<file path="src/design/iirdf_pkg.sv">
// ----------------------------------------------------------------------------
// IIR direct form I filter package
// Shared widths, input kind codes, controller states and the command and
// status groups that run between the controller and the datapath.
// ----------------------------------------------------------------------------
package iirdf_pkg;

    localparam int MAX_TAPS   = 17;
    localparam int HIST_LEN   = MAX_TAPS - 1;
    localparam int KIND_W     = 2;
    localparam int SAMPLE_W   = 16;
    localparam int IDX_W      = 5;
    localparam int COEF_W     = 32;
    localparam int TAP_W      = 5;
    localparam int HIST_IDX_W = 4;
    localparam int PROD_W     = COEF_W + SAMPLE_W;
    localparam int ACC_W      = PROD_W + 6;
    localparam int FRAC_BITS  = 24;
    localparam int QUOT_W     = ACC_W - FRAC_BITS;
    localparam int IN_DATA_W  = 56;

    localparam logic [KIND_W-1:0] KIND_SAMPLE = 2'd0;
    localparam logic [KIND_W-1:0] KIND_NUM    = 2'd1;
    localparam logic [KIND_W-1:0] KIND_FB     = 2'd2;

    localparam logic [ACC_W-1:0] ROUND_HALF = ACC_W'(1) << (FRAC_BITS - 1);

    typedef enum logic [1:0] {
        ST_IDLE,
        ST_MAC,
        ST_FLUSH,
        ST_DONE
    } t_state;

    typedef struct packed {
        logic             start;
        logic             mul_en;
        logic             sel_fb;
        logic [TAP_W-1:0] tap;
        logic             wr_num;
        logic             wr_fb;
        logic             finish;
    } t_dp_cmd;

    typedef struct packed {
        logic out_free;
    } t_dp_sts;

endpackage

</file>
<file path="src/design/iir_direct_form_filter.sv">
// ----------------------------------------------------------------------------
// IIR direct form I filter
// Streaming fixed-point IIR filter with loadable numerator and feedback taps.
//
//   Channel  Direction  Carries                          Handshake
//   s_axis   in         sample or coefficient write      tvalid / tready
//   m_axis   out        filtered sample and clip flag    tvalid / tready
//   cfg      in         taps in use                      valid / ready
//
// A sample holds the input until its result is loaded into the output
// register, after the products for all T taps in use have been summed,
// T being the taps in use; one multiplier and accumulator are
// shared by all products. A coefficient write is stored at its transfer.
// Reset is synchronous; it clears tables, histories and T is set to 9.
// A held result stalls the final load, and no new item is taken until it is done.
// ----------------------------------------------------------------------------
module iir_direct_form_filter
    import iirdf_pkg::*;
(
    input  logic                 i_clk,
    input  logic                 i_rst_n,
    input  logic                 i_cfg_valid,
    output logic                 o_cfg_ready,
    input  logic [IDX_W-1:0]     i_cfg_data,
    input  logic                 s_axis_tvalid,
    output logic                 s_axis_tready,
    // sample_in [15:0], coef_index [20:16], coef_value [52:21], zero [55:53]
    input  logic [IN_DATA_W-1:0] s_axis_tdata,
    // kind [1:0]
    input  logic [KIND_W-1:0]    s_axis_tuser,
    output logic                 m_axis_tvalid,
    input  logic                 m_axis_tready,
    // filtered [15:0]
    output logic [SAMPLE_W-1:0]  m_axis_tdata,
    // clipped [0]
    output logic [0:0]           m_axis_tuser
);

    t_dp_cmd w_cmd;
    t_dp_sts w_sts;
    logic    w_clipped;

    iirdf_ctrl u_ctrl (
        .i_clk        (i_clk),
        .i_rst_n      (i_rst_n),
        .i_cfg_valid  (i_cfg_valid),
        .o_cfg_ready  (o_cfg_ready),
        .i_cfg_data   (i_cfg_data),
        .i_in_valid   (s_axis_tvalid),
        .o_in_ready   (s_axis_tready),
        .i_kind       (s_axis_tuser),
        .i_coef_index (s_axis_tdata[SAMPLE_W +: IDX_W]),
        .i_sts        (w_sts),
        .o_cmd        (w_cmd)
    );

    iirdf_dp u_dp (
        .i_clk        (i_clk),
        .i_rst_n      (i_rst_n),
        .i_cmd        (w_cmd),
        .o_sts        (w_sts),
        .i_sample_in  (s_axis_tdata[SAMPLE_W-1:0]),
        .i_coef_index (s_axis_tdata[SAMPLE_W +: IDX_W]),
        .i_coef_value (s_axis_tdata[SAMPLE_W + IDX_W +: COEF_W]),
        .o_out_valid  (m_axis_tvalid),
        .i_out_ready  (m_axis_tready),
        .o_filtered   (m_axis_tdata),
        .o_clipped    (w_clipped)
    );

    assign m_axis_tuser = w_clipped;

endmodule

</file>
<file path="src/design/iirdf_ctrl.sv">
// ----------------------------------------------------------------------------
// IIR filter controller
// Accepts input items, holds the tap count register and sequences the
// shared multiply-accumulate over the numerator and feedback taps.
// ----------------------------------------------------------------------------
module iirdf_ctrl
    import iirdf_pkg::*;
(
    input  logic              i_clk,
    input  logic              i_rst_n,
    input  logic              i_cfg_valid,
    output logic              o_cfg_ready,
    input  logic [IDX_W-1:0]  i_cfg_data,
    input  logic              i_in_valid,
    output logic              o_in_ready,
    input  logic [KIND_W-1:0] i_kind,
    input  logic [IDX_W-1:0]  i_coef_index,
    input  t_dp_sts           i_sts,
    output t_dp_cmd           o_cmd
);

    t_state           r_state, n_state;
    logic [IDX_W-1:0] r_taps;
    logic [TAP_W-1:0] r_tap, n_tap;
    logic             r_fb, n_fb;
    logic [TAP_W-1:0] r_tlast, n_tlast;
    logic [TAP_W-1:0] w_tlast_clamped;
    logic             w_accept;

    assign o_cfg_ready = 1'b1;
    assign w_accept    = i_in_valid && o_in_ready;

    // Last tap index in use, with the tap count held to the range 2 to MAX_TAPS.
    always_comb begin
        if (r_taps < IDX_W'(2)) begin
            w_tlast_clamped = TAP_W'(1);
        end else if (r_taps > IDX_W'(MAX_TAPS)) begin
            w_tlast_clamped = TAP_W'(MAX_TAPS - 1);
        end else begin
            w_tlast_clamped = TAP_W'(r_taps - IDX_W'(1));
        end
    end

    always_ff @(posedge i_clk) begin
        if (!i_rst_n) begin
            r_state <= ST_IDLE;
            r_taps  <= IDX_W'(9);
            r_tap   <= '0;
            r_fb    <= 1'b0;
            r_tlast <= TAP_W'(1);
        end else begin
            r_state <= n_state;
            r_tap   <= n_tap;
            r_fb    <= n_fb;
            r_tlast <= n_tlast;
            if (i_cfg_valid && o_cfg_ready) begin
                r_taps <= i_cfg_data;
            end
        end
    end

    always_comb begin
        n_state    = r_state;
        n_tap      = r_tap;
        n_fb       = r_fb;
        n_tlast    = r_tlast;
        o_in_ready = 1'b0;
        o_cmd      = '0;
        o_cmd.tap  = r_tap;
        o_cmd.sel_fb = r_fb;
        case (r_state)
            ST_IDLE: begin
                o_in_ready = 1'b1;
                if (w_accept) begin
                    case (i_kind)
                        KIND_SAMPLE: begin
                            o_cmd.start = 1'b1;
                            n_tap       = '0;
                            n_fb        = 1'b0;
                            n_tlast     = w_tlast_clamped;
                            n_state     = ST_MAC;
                        end
                        KIND_NUM: o_cmd.wr_num = (i_coef_index < IDX_W'(MAX_TAPS));
                        KIND_FB:  o_cmd.wr_fb  = (i_coef_index < IDX_W'(MAX_TAPS));
                        default: ;
                    endcase
                end
            end
            ST_MAC: begin
                // Order: b[0]*x, then b[m]*x[n-m] and a[m]*y[n-m] for each m.
                o_cmd.mul_en = 1'b1;
                if (!r_fb && r_tap == '0) begin
                    n_tap = TAP_W'(1);
                end else if (!r_fb) begin
                    n_fb = 1'b1;
                end else if (r_tap == r_tlast) begin
                    n_state = ST_FLUSH;
                end else begin
                    n_fb  = 1'b0;
                    n_tap = r_tap + TAP_W'(1);
                end
            end
            ST_FLUSH: begin
                n_state = ST_DONE;
            end
            ST_DONE: begin
                if (i_sts.out_free) begin
                    o_cmd.finish = 1'b1;
                    n_state      = ST_IDLE;
                end
            end
            default: n_state = ST_IDLE;
        endcase
    end

    a_finish_needs_room: assert property (@(posedge i_clk) disable iff (!i_rst_n)
        o_cmd.finish |-> i_sts.out_free)
        else $error("result loaded while the output register is still full");

    a_sample_starts_mac: assert property (@(posedge i_clk) disable iff (!i_rst_n)
        (r_state == ST_IDLE && w_accept && i_kind == KIND_SAMPLE)
        |=> (r_state == ST_MAC && r_tap == '0 && !r_fb))
        else $error("sample transfer did not start the tap sequence at tap zero");

    a_tap_in_range: assert property (@(posedge i_clk) disable iff (!i_rst_n)
        o_cmd.mul_en |-> (r_tap <= r_tlast && r_tlast != '0))
        else $error("tap index ran past the taps in use");

    a_last_product_flushes: assert property (@(posedge i_clk) disable iff (!i_rst_n)
        (r_state == ST_MAC && r_fb && r_tap == r_tlast) |=> r_state == ST_FLUSH)
        else $error("tap sequence did not end after the last feedback product");

endmodule

</file>
<file path="src/design/iirdf_dp.sv">
// ----------------------------------------------------------------------------
// IIR filter datapath
// Coefficient tables, input and output history lines, the shared
// multiplier and accumulator, rounding, saturation and the output register.
// ----------------------------------------------------------------------------
module iirdf_dp
    import iirdf_pkg::*;
(
    input  logic                       i_clk,
    input  logic                       i_rst_n,
    input  t_dp_cmd                    i_cmd,
    output t_dp_sts                    o_sts,
    input  logic signed [SAMPLE_W-1:0] i_sample_in,
    input  logic [IDX_W-1:0]           i_coef_index,
    input  logic signed [COEF_W-1:0]   i_coef_value,
    output logic                       o_out_valid,
    input  logic                       i_out_ready,
    output logic signed [SAMPLE_W-1:0] o_filtered,
    output logic                       o_clipped
);

    logic signed [COEF_W-1:0]   r_num [MAX_TAPS];
    logic signed [COEF_W-1:0]   r_fbk [MAX_TAPS];
    logic signed [SAMPLE_W-1:0] r_xh  [HIST_LEN];
    logic signed [SAMPLE_W-1:0] r_yh  [HIST_LEN];
    logic signed [SAMPLE_W-1:0] r_x;
    logic signed [PROD_W-1:0]   r_prod;
    logic                       r_pvld;
    logic                       r_psub;
    logic signed [ACC_W-1:0]    r_acc;
    logic                       r_ovalid;
    logic signed [SAMPLE_W-1:0] r_odata;
    logic                       r_oclip;

    logic [HIST_IDX_W-1:0]      w_hidx;
    logic signed [COEF_W-1:0]   w_coef_op;
    logic signed [SAMPLE_W-1:0] w_data_op;
    logic signed [PROD_W-1:0]   n_prod;
    logic signed [ACC_W-1:0]    w_rounded;
    logic signed [QUOT_W-1:0]   w_quot;
    logic                       w_fits;
    logic signed [SAMPLE_W-1:0] w_sat;

    assign w_hidx = HIST_IDX_W'(i_cmd.tap - TAP_W'(1));

    always_comb begin
        if (i_cmd.sel_fb) begin
            w_coef_op = r_fbk[i_cmd.tap];
            w_data_op = r_yh[w_hidx];
        end else begin
            w_coef_op = r_num[i_cmd.tap];
            w_data_op = (i_cmd.tap == '0) ? r_x : r_xh[w_hidx];
        end
    end

    assign n_prod = PROD_W'(w_coef_op) * PROD_W'(w_data_op);

    // Round half up, then floor by an arithmetic drop of the fraction bits.
    assign w_rounded = r_acc + ROUND_HALF;
    assign w_quot    = w_rounded[ACC_W-1:FRAC_BITS];
    assign w_fits    = (w_quot[QUOT_W-1:SAMPLE_W-1] == '0)
                    || (w_quot[QUOT_W-1:SAMPLE_W-1] == '1);

    always_comb begin
        if (w_fits) begin
            w_sat = w_quot[SAMPLE_W-1:0];
        end else if (w_quot[QUOT_W-1]) begin
            w_sat = {1'b1, {(SAMPLE_W-1){1'b0}}};
        end else begin
            w_sat = {1'b0, {(SAMPLE_W-1){1'b1}}};
        end
    end

    always_ff @(posedge i_clk) begin
        if (!i_rst_n) begin
            for (int i = 0; i < MAX_TAPS; i++) begin
                r_num[i] <= '0;
                r_fbk[i] <= '0;
            end
            for (int i = 0; i < HIST_LEN; i++) begin
                r_xh[i] <= '0;
                r_yh[i] <= '0;
            end
        end else begin
            if (i_cmd.wr_num) begin
                r_num[i_coef_index] <= i_coef_value;
            end
            if (i_cmd.wr_fb) begin
                r_fbk[i_coef_index] <= i_coef_value;
            end
            if (i_cmd.finish) begin
                for (int i = HIST_LEN - 1; i > 0; i--) begin
                    r_xh[i] <= r_xh[i-1];
                    r_yh[i] <= r_yh[i-1];
                end
                r_xh[0] <= r_x;
                r_yh[0] <= w_sat;
            end
        end
    end

    always_ff @(posedge i_clk) begin
        if (!i_rst_n) begin
            r_pvld   <= 1'b0;
            r_ovalid <= 1'b0;
        end else begin
            r_pvld <= i_cmd.mul_en;
            if (i_cmd.finish) begin
                r_ovalid <= 1'b1;
            end else if (i_out_ready) begin
                r_ovalid <= 1'b0;
            end
        end
    end

    always_ff @(posedge i_clk) begin
        r_prod <= n_prod;
        r_psub <= i_cmd.sel_fb;
        if (i_cmd.start) begin
            r_x   <= i_sample_in;
            r_acc <= '0;
        end else if (r_pvld) begin
            if (r_psub) begin
                r_acc <= r_acc - ACC_W'(r_prod);
            end else begin
                r_acc <= r_acc + ACC_W'(r_prod);
            end
        end
        if (i_cmd.finish) begin
            r_odata <= w_sat;
            r_oclip <= !w_fits;
        end
    end

    assign o_sts.out_free = !r_ovalid || i_out_ready;
    assign o_out_valid    = r_ovalid;
    assign o_filtered     = r_odata;
    assign o_clipped      = r_oclip;

endmodule

</file>
<file path="config.mk">
export PLATFORM = sky130hd
export DESIGN_NAME = iir_direct_form_filter
export DESIGN_NICKNAME = d
export VERILOG_FILES = /design/src/design/iirdf_pkg.sv /design/src/design/iir_direct_form_filter.sv /design/src/design/iirdf_ctrl.sv /design/src/design/iirdf_dp.sv
export SDC_FILE = /design/constraint.sdc
export NUM_CORES = 2
export LEC_CHECK = 0
export ABC_AREA = 0
export ABC_CLOCK_PERIOD_IN_PS = 51700
export BUFFER_PORTS_ARGS = -buffer_cell sky130_fd_sc_hd__buf_4
export CORE_MARGIN = 1.5
export CORE_UTILIZATION = 40
export CTS_CLUSTER_DIAMETER = 80
export DETAILED_ROUTE_END_ITERATION = 6
export PLACE_DENSITY = 0.52
export SLEW_MARGIN = 20
export SYNTH_ARGS = -nofsm -noshare
export SYNTH_HDL_FRONTEND = slang
export SYNTH_SLANG_ARGS = --single-unit
</file>
<file path="constraint.sdc">
create_clock -name i_clk -period 51.7 [get_ports i_clk]
set_input_delay 15.51 -clock i_clk [delete_from_list [all_inputs] [get_ports i_clk]]
set_output_delay 15.51 -clock i_clk [all_outputs]
set_load 0.005 [all_outputs]
</file>
# Word level (Yosys, flattened, before mapping)
# Memory sizes are Yosys's and may differ from the RTL's. A register that Yosys moved wholly into a read port is not among the register bits.
# Cells that the tools add are included.
[classes]
add_sub_neg = 6
multipliers = 1
order_cmp = 3
n_eq_ne = 15
n_mux = 92
bitwise = 32
n_reduce_logical = 19
[ops]
columns = ["cell", "count"]
rows = [
  ["$mux 16", 36],
  ["$mux 32", 3],
  ["$mux 5", 13],
  ["$reduce_or 32->1", 2],
  ["$add 54x24->54 const B", 1],
  ["$add 54x48->54", 1],
  ["$mux 54", 1],
  ["$sub 54x48->54", 1],
  ["$mul 32x16->48", 1],
  ["$or 1x1->1", 32],
  ["$mux 1", 28],
  ["$mux 2", 8],
  ["$eq 15x15->1 const B", 1],
  ["$logic_not 15->1", 1],
  ["$pmux 5 s2", 1],
  ["$ne 2x1->1 const B", 4],
  ["$pmux 2 s4", 1],
  ["$eq 2x2->1 const B", 3],
  ["$reduce_and 6->1", 1],
  ["$add 5x1->5 const B", 1],
  ["$eq 5x5->1", 1],
  ["$gt 5x5->1 const B", 1],
  ["$logic_not 5->1", 1],
  ["$lt 5x2->1 const B", 1],
  ["other kinds (16)", 24],
]
[word_totals]
register_bits = 156
ram_bits = 1600
input_bits = 68
memories = 4
[memory_table]
columns = ["memory", "words", "width", "read_ports", "rd_ports_with_merged_regs", "wr", "line_no", "rtl"]
rows = [
  ["u_dp.r_fbk", 17, 32, 1, 1, 17, "iirdf_dp.sv:23", "logic signed [COEF_W-1:0] r_fbk [MAX_TAPS];"],
  ["u_dp.r_num", 17, 32, 1, 1, 17, "iirdf_dp.sv:22", "logic signed [COEF_W-1:0] r_num [MAX_TAPS];"],
  ["u_dp.r_xh", 16, 16, 16, 0, 16, "iirdf_dp.sv:24", "logic signed [SAMPLE_W-1:0] r_xh [HIST_LEN];"],
  ["u_dp.r_yh", 16, 16, 16, 0, 16, "iirdf_dp.sv:25", "logic signed [SAMPLE_W-1:0] r_yh [HIST_LEN];"],
]

# Logic depth before layout (Yosys ltp)
[depth]
depth_word = 10
depth_mapped = 41

# Hierarchy
# From an unflattened synthesis, not the netlist that was laid out.
[hier_totals]
cells_unflattened = 9028
area_unflattened_um2 = 136698.6
[by_module_without_submodules]
columns = ["module", "n_inst", "cells_per_inst", "area_each_um2", "seq_area_each_um2"]
rows = [
  ["iirdf_dp", 1, 8883, 135493.7, 79966.7],
  ["iirdf_ctrl", 1, 145, 1204.9, 360.3],
]

# Worst setup path before layout
# OpenSTA, ideal clock, no wires.
[synth_path]
path_kind = "input to register"
from = "input port m_axis_tready"
to = "memory u_dp.r_xh[0][0], enable pin"
setup_ns = 0.975
arrival_ns = 28.401
slack_ns = 22.324
path_stages = 3
cell_sequence = "nand2b_1 > and2_1 > nand2b_1"
[synth_lines]
columns = ["element", "line_no", "rtl"]
rows = [
  ["start, declared", "iir_direct_form_filter.sv:32", "input logic m_axis_tready,"],
  ["end, declared", "iirdf_dp.sv:24", ""],
]

==> metrics.md <==
| Metric | Value |
|---|---|
| Outcome | `complete, no violations` |
| Post-route ant nets | `0` |
| Crit end category | `flip-flop` |
| Crit-path cells | `buf_4 -> nand2b_1 -> and2_1 -> nand2b_4 -> buf_12 -> buf_4 -> buf_4` |
| Largest net degree at the start of global routing | `161` |
| Worst-path clk slew | `50 ps` |
| Cells on worst reg2reg path | `32` |
| Clock skew | `79.4 ps` |
| Crit path buffers/inverters | `4` |
| Crit path top cell by count | `buf_4` |
| Final hold viol count | `0` |
| Family with the most delay on the worst path | `buffers and inverters` |
| Worst slew margin | `27.7%` |
| All-layer global routing usage | `19.8%` |
| Initial antenna violation count | `20` |
| Top_reg_cell synth | `edfxtp_1` |
| RePlAce Congestion | `0.818` |
| Complex-gate fraction of the synthesized area | `2.35%` |
| Finished Layout Cells | `14,500` |
| Crit path DAT | `19,770 ps` |
| Setup violators final | `0` |
| Max cap viols | `0` |
| Crit. Startpoint | `m_axis_tready` |
| Worst path slowest cell | `buf_4` |
| Area Overhead vs Synth | `14.1%` |
| Core Region | `337,000 um2` |
| Post-synthesis async set-or-reset flop share | `0%` |
| Drt pass-1 iters | `5` |
| Vias/cell | `5.12` |
| Hold WC Path Type | `flip-flop to flip-flop` |
| Post-route minimum period | `19,280 ps` |
| Die width | `586 um` |
| Distinct cell type count after synthesis | `82` |
| Drt total wl | `336 mm` |
| First-pass GRT wire length | `507 mm` |
| R2r setup slk | `39,160 ps` |
| Final-stage net count | `10,500` |
| CP max FO | `160` |
| Required @ worst endpoint | `52,190 ps` |
| RSZ-0062 raised after global routing | `no` |
| GRT Residual Overflow | `0` |
| Post-synthesis simple-gate area fraction | `11.0%` |
| M1 wire length | `145 mm` |
| Post-synthesis cell area | `136,000 um2` |
| Xor/xnor share of the synthesized area | `1.11%` |
| Post-cts sizing count | `0` |
| Largest cells by area after synthesis | `edfxtp_1, mux4_2, and2_1, fa_1, dfxtp_1` |
| CP Class | `primary input to flip-flop` |
| Crit path depth | `7` |
| DPL Wire Length | `201 mm` |
| Dominant cell type by area after synthesis | `edfxtp_1` |
| Number of synthesized register bits | `2,721` |
| Post-synth EDFFs | `2,593` |
| Slew Limit Fails | `0` |
| Mux share of post-synthesis cell area | `14.2%` |
| CP max stage delay | `890 ps` |
| Tcrit/Tclk final | `37.3%` |
| Met3 Routed Length | `17.0 mm` |
| Share of layout cells above drive strength 1 | `16.4%` |
| Die area | `344,000 um2` |
| Vias | `74,400` |
| Num CTS Buffers | `311` |
| Worst-Margin Slew | `1080 ps` |
| Routed len/inst | `23.1 um` |
| Vias in the first global route | `78,700` |
| H-tree lvl count | `5` |
| Post-cts hold buffer count | `0` |
| DR iter-0 viols | `5,764` |
| Startpoint Class | `primary input` |
| DP Area | `146,000 um2` |
| Seq/Total Area, Yosys | `59.1%` |
| Fin area | `155,000 um2` |
| Root buffer cell | `clkbuf_16` |
| CTS tree | `done` |
| Met2 routed WL | `165 mm` |
| Placed cell count | `14,000` |
| Syn_area_per_cell | `15.4 um2` |
| Yosys top cell area share | `57.2%` |
| Top layer used by detailed routing | `met5` |
| Worst Setup EP | `u_dp.r_xh[7][13]` |
| Main combinational cell family by area after synthesis | `multiplexers` |
| Die H | `586 um` |
| IO buf count | `83` |
| Number of setup buffers added after CTS | `0` |
| Synth Area in Adders | `8.81%` |
| F_max | `0.0519 GHz` |
| Initial core utilization | `40.3%` |
| CTS sink cnt | `2,721` |
| I/O Pins | `88` |
| FF-to-FF End | `u_dp.r_prod[47]` |
| Setup TNS Final | `0 ps` |
| Num rows | `213` |
| Clock Latency Late Sink | `930 ps` |
| Synth Instances | `8,834` |
| DR DRC count | `0` |
| YS warnings | `0` |
| Max Buffers Root-to-Sink | `4` |
| Min-delay src | `u_dp.r_acc[2]` |
## cells in the final DEF (no fill, tap or decap), types with 17 or more instances in the layout
master	instances
edfxtp_1	2593
and2_1	1621
conb_1	961
mux4_2	805
inv_1	593
fa_1	488
nor2_1	379
clkbuf_16	319
nand2_1	256
buf_4	236
ha_1	176
a21oi_1	151
dfxtp_1	119
xnor2_1	118
nand2b_1	108
mux2i_1	80
clkbuf_1	79
clkinv_1	75
nor2b_1	67
o21ai_0	66
a21o_1	56
xor2_1	53
nand3_1	43
clkinv_2	40
nor3_1	37
o21ai_1	35
o21ai_4	34
nor2_2	32
nand4_1	28
mux2_2	27
a31oi_1	26
o21a_1	19
a211oi_1	17
## logic make-up (layout without fill, tap and decap cells)
group	count (synthesis)	count (layout)
AND/OR/NAND/NOR	2650	2650
buffers and inverters	1190	1413
XOR/XNOR	173	173
adder cells (fa/ha/maj)	665	665
flip-flops	2721	2721
AO/OA/AOI/OAI	518	518
multiplexers	915	915
other	2	974
## worst min-delay path: stages, from the launching register on
cell	delay [ps]
dfxtp_1	310
nor2_1	80
a211oi_1	50
## state kept, by name (all words and copies together) (netlist names), 2 cells and up, named ones only
signal / cells
u_dp.r_num: 1024
u_dp.r_fbk: 1024
u_ctrl.r_state: 2
u_dp.o_filtered: 16
u_dp.r_x: 16
u_dp.r_acc: 54
u_dp.r_xh: 256
u_ctrl.r_taps: 5
u_ctrl.r_tap: 5
u_dp.r_prod: 48
u_dp.r_yh: 256
u_ctrl.r_tlast: 5
## routing by layer
layer / global-route usage, % / up-vias
li1: - / 32900
met4: 5.19 / 2
met1: 26.9 / 39200
met5: 0 / -
met2: 33.7 / 1800
met3: 2.55 / 518
## per-stage QoR
stage          worst slack, ps  hold slack, ps  util, %
6_report                 32420             493     46.0
5_1_grt                  32010             520     46.0
4_1_cts                  32270             496     46.0
3_5_place_dp             31290             486     43.1
3_3_place_gp             31600             480     43.1
2_1_floorplan            22320             350        -
## layout make-up
| cell class | instances | area (um2) |
|---|---|---|
| sequential | 2721 | 80500 |
| multi-input combinational | 5882 | 55200 |
| antenna | 13 | 32.5 |
| clock buffer | 402 | 8330 |
| clock inverter | 157 | 1290 |
| timing repair buffer | 248 | 2010 |
| inverter | 606 | 2270 |
| tap | 4515 | 5650 |
| fill | 30100 | 182000 |
## Yosys cell counts, types with 53 or more instances
cell and number:
clkbuf_1 426, nand2b_1 109, a21o_1 56, buf_2 102, and2_1 1621, o21ai_0 102, xnor2_1 120, mux4_2 805
inv_1 594, mux2i_1 82, dfxtp_1 128, a21oi_1 161, nor2b_1 67, nand2_1 256, fa_1 488, xor2_1 53
ha_1 177, edfxtp_1 2593, nor2_1 413
## worst min-delay path by stage
stage	cells past startpoint	to	slack [ps]
after floorplan	0	u_dp.r_psub	350
after global placement	2	u_dp.r_acc[8]	480
after detailed placement	2	u_dp.r_acc[8]	490
after CTS	2	u_dp.r_acc[2]	500
after global routing	2	u_dp.r_acc[6]	520
final	2	u_dp.r_acc[2]	490
Power is left out: the tool's default activity adds up to more than one toggle a clock period on the data nets, which glitch-free logic cannot reach.
